## config.mk

```make
export PLATFORM = sky130hd
export DESIGN_NAME = front_middle_back_queue
export DESIGN_NICKNAME = d
export VERILOG_FILES = /design/src/hdl/fmbq_pkg.sv /design/src/hdl/front_middle_back_queue.sv /design/src/hdl/fmbq_ctrl.sv /design/src/hdl/fmbq_cells.sv
export SDC_FILE = /design/constraint.sdc
export NUM_CORES = 2
export LEC_CHECK = 0
export ABC_AREA = 1
export BUFFER_PORTS_ARGS = -buffer_cell sky130_fd_sc_hd__clkbuf_2
export CORE_ASPECT_RATIO = 2
export CORE_MARGIN = 3
export CORE_UTILIZATION = 41
export DETAILED_ROUTE_END_ITERATION = 8
export PLACE_DENSITY = 0.62
export SETUP_SLACK_MARGIN = 0.2
export SLEW_MARGIN = 0
export SYNTH_ARGS = -nofsm -noshare
export SYNTH_HDL_FRONTEND = slang
export SYNTH_HIERARCHICAL = 1
export SYNTH_SLANG_ARGS = --single-unit
```

## constraint.sdc

```tcl
create_clock -name clk_i -period 8.1 [get_ports clk_i]
set_input_delay 1.62 -clock clk_i [delete_from_list [all_inputs] [get_ports clk_i]]
set_output_delay 1.62 -clock clk_i [all_outputs]
set_load 0.03 [all_outputs]
```

## src/hdl/fmbq_pkg.sv

```systemverilog
// Types, constants and helpers for the front/middle/back queue.
package fmbq_pkg;

  localparam int CAPACITY   = 16;
  localparam int WORD_WIDTH = 32;
  localparam int IN_W       = 32;
  localparam int OUT_W      = 32;
  localparam int OCC_W      = 5;
  localparam int ACT_W      = 3;
  localparam int POS_W      = (CAPACITY > 1) ? $clog2(CAPACITY) : 1;
  localparam int CNT_W      = $clog2(CAPACITY + 1);

  typedef enum logic [ACT_W-1:0] {
    ACT_PUSH_FRONT  = 3'd0,
    ACT_PUSH_MIDDLE = 3'd1,
    ACT_PUSH_BACK   = 3'd2,
    ACT_POP_FRONT   = 3'd3,
    ACT_POP_MIDDLE  = 3'd4,
    ACT_POP_BACK    = 3'd5
  } action_e;

  typedef enum logic [1:0] {
    ST_DONE  = 2'd0,
    ST_EMPTY = 2'd1,
    ST_FULL  = 2'd2
  } status_e;

  typedef struct packed {
    logic [ACT_W-1:0]        action;
    logic signed [IN_W-1:0]  push_word;
  } in_item_t;

  typedef struct packed {
    logic signed [OUT_W-1:0] popped_word;
    logic [1:0]              status;
    logic [OCC_W-1:0]        occupancy;
  } out_item_t;

  // Decoded operation handed from the control to the cell array.
  typedef struct packed {
    logic             ins;
    logic             rem;
    logic [POS_W-1:0] pos;
    status_e          status;
    logic [CNT_W-1:0] count_d;
  } op_t;

  // Zero-extend the request word, then keep its low WORD_WIDTH bits.
  function automatic logic [WORD_WIDTH-1:0] to_cell(input logic [IN_W-1:0] w);
    logic [63:0] z;
    z = 64'(w);
    return z[WORD_WIDTH-1:0];
  endfunction

  // Sign-extend a stored word and give it at output width.
  function automatic logic signed [OUT_W-1:0] widen_word(input logic [WORD_WIDTH-1:0] w);
    logic signed [63:0] ext;
    ext = 64'(signed'(w));
    return ext[OUT_W-1:0];
  endfunction

endpackage

```

## src/hdl/front_middle_back_queue.sv

```systemverilog
// Front/middle/back queue top level: request decode, cell row and result register.
//
// Usage:
//   in channel  (in_valid_i / in_ready_o / in_item_i): one request per action,
//     action 0..2 pushes push_word at the front, middle or back, action 3..5
//     pops from the front, middle or back; codes 6 and 7 do nothing.
//   out channel (out_valid_o / out_ready_i / out_item_o): one result for every
//     request, in request order: popped word (zero unless a pop succeeded),
//     status (done, pop on empty, push on full) and occupancy after the action.
// Result: registered, it shows in the cycle after its request is taken.
// Throughput: one request per cycle while results drain; the cell row shifts all cells in
//   parallel and the occupancy counter updates in the same cycle.
// Stall: while a result waits on out_ready_i, in_ready_o drops only if the
//   result register cannot drain in the same cycle.
// Reset: occupancy goes to zero and the result register empties; cell
//   contents are not cleared and are never read before they are written.
module front_middle_back_queue (
  input  logic                 clk_i,
  input  logic                 rst_ni,
  input  logic                 in_valid_i,
  output logic                 in_ready_o,
  input  fmbq_pkg::in_item_t   in_item_i,
  output logic                 out_valid_o,
  input  logic                 out_ready_i,
  output fmbq_pkg::out_item_t  out_item_o
);
  import fmbq_pkg::*;

  logic                  take;
  op_t                   op;
  logic [WORD_WIDTH-1:0] removed;
  logic                  out_valid_q;
  out_item_t             out_item_q, out_item_d;

  assign in_ready_o = !out_valid_q || out_ready_i;
  assign take       = in_valid_i && in_ready_o;

  fmbq_ctrl u_ctrl (
    .clk_i    (clk_i),
    .rst_ni   (rst_ni),
    .take_i   (take),
    .action_i (in_item_i.action),
    .op_o     (op)
  );

  fmbq_cells u_cells (
    .clk_i     (clk_i),
    .take_i    (take),
    .op_i      (op),
    .word_i    (to_cell(in_item_i.push_word)),
    .removed_o (removed)
  );

  always_comb begin
    out_item_d.popped_word = op.rem ? widen_word(removed) : '0;
    out_item_d.status      = op.status;
    out_item_d.occupancy   = OCC_W'(op.count_d);
  end

  always_ff @(posedge clk_i or negedge rst_ni) begin
    if (!rst_ni) begin
      out_valid_q <= 1'b0;
    end else if (take) begin
      out_valid_q <= 1'b1;
    end else if (out_ready_i) begin
      out_valid_q <= 1'b0;
    end
  end

  // hold the result until it is taken
  always_ff @(posedge clk_i) begin
    if (take) begin
      out_item_q <= out_item_d;
    end
  end

  assign out_valid_o = out_valid_q;
  assign out_item_o  = out_item_q;

endmodule

```

## src/hdl/fmbq_ctrl.sv

```systemverilog
// Occupancy counter and action decode for the queue.
module fmbq_ctrl (
  input  logic                           clk_i,
  input  logic                           rst_ni,
  input  logic                           take_i,
  input  logic [fmbq_pkg::ACT_W-1:0]     action_i,
  output fmbq_pkg::op_t                  op_o
);
  import fmbq_pkg::*;

  logic [CNT_W-1:0] count_q, count_d;
  logic [CNT_W-1:0] count_m1;
  logic             is_full, is_empty;

  assign is_full  = (count_q >= CNT_W'(CAPACITY));
  assign is_empty = (count_q == '0);
  assign count_m1 = count_q - CNT_W'(1);

  always_comb begin
    op_o.ins    = 1'b0;
    op_o.rem    = 1'b0;
    op_o.pos    = '0;
    op_o.status = ST_DONE;
    case (action_i)
      ACT_PUSH_FRONT, ACT_PUSH_MIDDLE, ACT_PUSH_BACK: begin
        if (is_full) begin
          op_o.status = ST_FULL;
        end else begin
          op_o.ins = 1'b1;
          if (action_i == ACT_PUSH_MIDDLE) begin
            op_o.pos = POS_W'(count_q >> 1);
          end else if (action_i == ACT_PUSH_BACK) begin
            op_o.pos = POS_W'(count_q);
          end
        end
      end
      ACT_POP_FRONT, ACT_POP_MIDDLE, ACT_POP_BACK: begin
        if (is_empty) begin
          op_o.status = ST_EMPTY;
        end else begin
          op_o.rem = 1'b1;
          if (action_i == ACT_POP_MIDDLE) begin
            op_o.pos = POS_W'(count_m1 >> 1);
          end else if (action_i == ACT_POP_BACK) begin
            op_o.pos = POS_W'(count_m1);
          end
        end
      end
      default: ;  // unused codes leave the queue alone
    endcase

    count_d = count_q;
    if (op_o.ins) begin
      count_d = count_q + CNT_W'(1);
    end else if (op_o.rem) begin
      count_d = count_m1;
    end
    op_o.count_d = count_d;
  end

  always_ff @(posedge clk_i or negedge rst_ni) begin
    if (!rst_ni) begin
      count_q <= '0;
    end else if (take_i) begin
      count_q <= count_d;
    end
  end

endmodule

```

## src/hdl/fmbq_cells.sv

```systemverilog
// Row of word cells that shift open or closed around one position.
module fmbq_cells (
  input  logic                            clk_i,
  input  logic                            take_i,
  input  fmbq_pkg::op_t                   op_i,
  input  logic [fmbq_pkg::WORD_WIDTH-1:0] word_i,
  output logic [fmbq_pkg::WORD_WIDTH-1:0] removed_o
);
  import fmbq_pkg::*;

  logic [WORD_WIDTH-1:0] cells_q [CAPACITY];
  logic [WORD_WIDTH-1:0] cells_d [CAPACITY];

  assign removed_o = cells_q[op_i.pos];

  always_comb begin
    for (int i = 0; i < CAPACITY; i++) begin
      cells_d[i] = cells_q[i];
      if (op_i.ins) begin
        if (POS_W'(i) == op_i.pos) begin
          cells_d[i] = word_i;
        end else if ((i > 0) && (POS_W'(i) > op_i.pos)) begin
          cells_d[i] = cells_q[(i > 0) ? i - 1 : 0];
        end
      end else if (op_i.rem) begin
        // close the gap: cells at and past the position take their successor
        if ((i < CAPACITY - 1) && (POS_W'(i) >= op_i.pos)) begin
          cells_d[i] = cells_q[(i < CAPACITY - 1) ? i + 1 : i];
        end
      end
    end
  end

  always_ff @(posedge clk_i) begin
    if (take_i) begin
      for (int i = 0; i < CAPACITY; i++) begin
        cells_q[i] <= cells_d[i];
      end
    end
  end

endmodule

```

# After elaboration in Yosys (flattened, before gate mapping)
# Memory sizes are Yosys's and may differ from the RTL's. A register that Yosys moved wholly into a read port is not among the register bits.
# Cells that the tools add are included.
dict set report totals {
  romBits 0
  mem_count 1
  register_bits 13
  mem_bits_rw 512
  elab_cells 163
  out_inout_bits 41
  latchBits 0
}
# name words word_bits rd rd_clocked_by_memory_dff write_ports line
set mem_list {}
lappend mem_list {u_cells.cells_q 16 32 17 1 16 fmbq_cells.sv:11} ;# logic [WORD_WIDTH-1:0] cells_q [CAPACITY];
dict set report classes {
  bitwise 0
  addsub 2
  n_reduce_logical 10
  shifts 0
  eq_ne 20
  mul 0
  order_cmp 31
  mux 95
  n_div 0
}
# cell count
set ops {}
lappend ops {{$mux 32} 77}
lappend ops {{$eq 4x4->1 const A} 8}
lappend ops {{$gt 4x4->1 const A} 8}
lappend ops {{$ge 4x4->1 const A} 7}
lappend ops {{$mux 4} 5}
lappend ops {{$eq 3x4->1 const A} 4}
lappend ops {{$ge 3x4->1 const A} 4}
lappend ops {{$gt 3x4->1 const A} 4}
lappend ops {{$mux 5} 3}
lappend ops {{$pmux 6 s2} 1}
lappend ops {{$eq 2x4->1 const A} 2}
lappend ops {{$ge 1x4->1 const A} 2}
lappend ops {{$ge 2x4->1 const A} 2}
lappend ops {{$gt 2x4->1 const A} 2}
lappend ops {{$mux 1} 8}
lappend ops {{$eq 3x2->1 const B} 2}
lappend ops {{$eq 3x3->1 const B} 2}
lappend ops {{$reduce_or 3->1} 2}
lappend ops {{$add 5x1->5 const B} 1}
lappend ops {{$ge 5x5->1 const B} 1}
lappend ops {{$logic_not 5->1} 1}
lappend ops {{$sub 5x1->5 const B} 1}
lappend ops {{$eq 1x4->1 const A} 1}
lappend ops {{$gt 1x4->1 const A} 1}
lappend ops {{other kinds (8)} 9}

# Depth between registers and ports, before layout
dict set report logic_depth {
  depth_word 9
  ltp_mapped 21
  ltp_nobuf 18
}

# Modules after synthesis
# The synthesis kept the hierarchy.
# mod cells_per_inst n_inst area_per_inst_um2
set modules_own_cells {}
lappend modules_own_cells {fmbq_cells 4104 1 31218.7}
lappend modules_own_cells {front_middle_back_queue 112 1 1490.2}
lappend modules_own_cells {fmbq_ctrl 113 1 715.7}

# Worst setup path before layout
# Ideal clock, no wire load.
dict set report synth_path {
  path_type {in2reg}
  start {input in_valid_i}
  end {memory u_cells.cells_q[0][0] (enable)}
  path_slack_ns 0.630
  setup_ns 0.461
  arrival_time_ns 7.009
  stages 5
  n_path_buf 1
  cell_sequence {inv_1 > a21oi_1 > o21ai_0 > clkbuf_1 > nor3_1}
}
# element line
set synth_lines {}
lappend synth_lines {{from (decl)} front_middle_back_queue.sv:20} ;# input logic in_valid_i,
lappend synth_lines {{to (decl)} fmbq_cells.sv:11}

==> results_dict.tcl <==
set metrics [dict create \
    ios 80 \
    syn-num-nets 4371 \
    path_class "in2reg" \
    worstSkewPairLatency_ps 630 \
    root_buffer "clkbuf_16" \
    firstDrtPassIters 7 \
    tritoncts "done" \
    final.setup.tns_ps 0 \
    cp-end-kind "flip-flop" \
    syn_area_sq_um 33400 \
    ys_ff_latch 557 \
    final_common_cell "nand2_1" \
    most-common-layout-cells "nand2_1, edfxtp_1, a21oi_1" \
    post_synth_inst_count 4329 \
    synth_ff_type "edfxtp_1" \
    dp_cells 5197 \
    drt_iter0_drc 4046 \
    rows 147 \
    die_h_microns 410 \
    vias 31300 \
    whs_endpoint "u_cells/cells_q[10][28]$_DFFE_PP_" \
    hold_path_class "reg2reg" \
    finalMaxSlewViolations 0 \
    cts_resized 0 \
    htreeDepth 2 \
    die_x_microns 208 \
    synthToLayoutAreaGrowth_pct 7.45 \
    wl_per_cell_microns 24.2 \
    reg2reg_slack_ps 3110 \
    clock-sinks 557 \
    setup_viol_count_final 0 \
    reg2reg_to "u_cells/cells_q[8][18]$_DFFE_PP_" \
    instances_no_fill 5299 \
    max-vdd-ir-drop_v 0.000240 \
    antenna_found_initial 1 \
    async_reset_ff_frac 0.0108 \
    fin_crit_ps 5280 \
    overflow 0 \
    postLayoutCoreUtil 0.446 \
    grt_max_degree 218 \
    grt_pass1_vias 30200 \
    track_usage 0.291 \
    vias_per_cell 5.91 \
    grt_pass1_wl_mm 190 \
    start_util 0.415 \
    crit_path_start_kind "input port" \
    cp_max_fo 91 \
    min_path_cells 2 \
    ant_nets 0 \
    outcome "finished clean" \
    synth-seq-area-share 0.500 \
    drt-total-wl_mm 128 \
    reg2reg_depth 14 \
    gp_routability_congestion 0.858 \
    finClkSkew_ps 19.5 \
    clkTransAtPathRegs_ps 70 \
    die-area_sq_um 85200 \
    io_buffers 79 \
    cts_hold_buf 0 \
    nFillCells 8068 \
    p_per_area_nw_per_um2 290 \
    drive_above_1_share 0.0790 \
    cp.arrival_ps 5530 \
    worst_slew_pin_slew_ps 1250 \
    min_from "u_cells/cells_q[11][28]$_DFFE_PP_" \
    seq_area_sq_um 16700 \
    synth_edf_count 551 \
    ys_types 40 \
    regToRegStartpoint "u_ctrl/count_q[0]$_DFFE_PN0P_" \
    required_ps 8350 \
    p_leak_nw 15.4 \
    cts_setup_buffers 0 \
    rsz0062_at_grt "false" \
    finalHoldViolCount 0 \
    synth_warnings 6 \
    drc 0 \
    clock_path_buffers 3 \
    multi_input_area_sq_um 13900 \
    nets 4252 \
    slew_headroom 0.169 \
    synth.avg_cell_area_sq_um 7.72 \
    timing.final.crit_share 0.651 \
    fmax_mhz 190 \
    dpl.hpwl_mm 71.6 \
    core_area_sq_um 80600 \
    cts_made_buffers 54 \
    maxCapViolations 0 \
]
==> synthesized netlist by cell type (2+ instances only) <==
master       n  area share
o21ai_1    130       0.019
ha_1         3      0.0011
a21oi_1    392       0.059
o22ai_1    193       0.036
dfrtp_1      6      0.0045
buf_4       27      0.0061
clkbuf_2     3     0.00045
buf_2      139       0.021
nor2_2       6      0.0011
edfxtp_1   551        0.50
nor2_1     371       0.042
clkbuf_1   110       0.012
nor2_4       8      0.0027
nor2_8       2      0.0012
nand2_4      7      0.0024
mux2_2      29      0.0098
nor3_1       3     0.00045
buf_6       22      0.0074
nand3_2      3     0.00090
nand3_1    147       0.022
inv_4        2     0.00037
inv_2       18      0.0020
inv_1      339       0.038
nand2_2     12      0.0022
buf_1       23      0.0026
o21ai_0    195       0.029
o211ai_2     2     0.00075
mux2_1       3      0.0010
nand2_1   1570        0.18
a21boi_1     2     0.00045
o211ai_1     2     0.00045
==> sequential cells by signal, summed over array words and instances, names as in the netlist <==
signal	cells
u_ctrl/count_q	5
u_cells/cells_q	512
out_item_o	39
out_valid_o	1
==> report_power, final <==
group          internal, mW  switching [mW]  leakage, nW
combinational         0.976            2.66         9.31
clock                  1.37            1.19        0.841
sequential             3.91           0.308         5.21
total                  6.25            4.16         15.4
==> how the worst max path moves through the flow <==
stage	start	end	slack (ps)	cells after the start
after floorplan	in_valid_i	u_cells/cells_q[0][0]$_DFFE_PP_	630	5
final	in_item_i[34]	u_cells/cells_q[8][18]$_DFFE_PP_	2820	14
after global routing	in_item_i[32]	u_cells/cells_q[8][16]$_DFFE_PP_	2740	14
after CTS	in_item_i[34]	u_cells/cells_q[8][16]$_DFFE_PP_	2950	14
after global placement	in_item_i[32]	u_cells/cells_q[8][13]$_DFFE_PP_	2340	14
after detailed placement	in_item_i[34]	u_cells/cells_q[8][13]$_DFFE_PP_	2300	14
==> cell families (layout without fill, tap and decap cells) <==
kind of cell / after synthesis / count (layout) / synth area share
AND/OR/NAND/NOR: 2132 / 2132 / 0.252
adder cells (fa/ha/maj): 3 / 3 / 0.00112
XOR/XNOR: 2 / 2 / 0.000524
other: 0 / 1 / 0
buffers and inverters: 685 / 611 / 0.0905
multiplexers: 32 / 32 / 0.0108
flip-flops: 557 / 557 / 0.500
AO/OA/AOI/OAI: 918 / 918 / 0.146
==> layer usage <==
layer / wire length [microns] / up-vias / part of all wire / track usage
met1: 45600 / 14800 / 0.35 / 0.341
met3: 11500 / 556 / 0.089 / 0.0410
met2: 61000 / 1968 / 0.48 / 0.496
met5: 0 / - / 0 / 0
li1: - / 14000 / - / -
met4: 10400 / 0 / 0.081 / 0.188
==> final cells by class <==
cell class,count,area share
antenna,1,0.0000697
clock buffer,62,0.0391
clock inverter,39,0.00864
inverter,361,0.0384
multi-input combinational,3087,0.386
sequential,557,0.465
tap,1043,0.0363
timing repair buffer,149,0.0267
==> stage by stage <==
step / power, mW / instance area (sq um) / worst slack (ps) / hold slack [ps]
after detailed placement: 7.81 / 34200 / 2300 / 552
after CTS: 10.4 / 35900 / 2950 / 569
final: 10.4 / 35900 / 2820 / 568
after global routing: 10.9 / 35900 / 2740 / 600
after global placement: 7.78 / 34200 / 2340 / 546
after floorplan: 6.65 / 33400 / 630 / 525
==> critical path, stage by stage <==
cell	delay, ps
clkbuf_2	110
inv_2	80
nand2_2	100
nand2_2	170
nor2_8	100
nand3_1	130
o211ai_4	140
inv_8	480
nand2_2	310
nor2_4	280
buf_4	560
inv_2	110
a21oi_4	700
buf_4	580
Note: power is estimated with default switching activity, not from simulation.
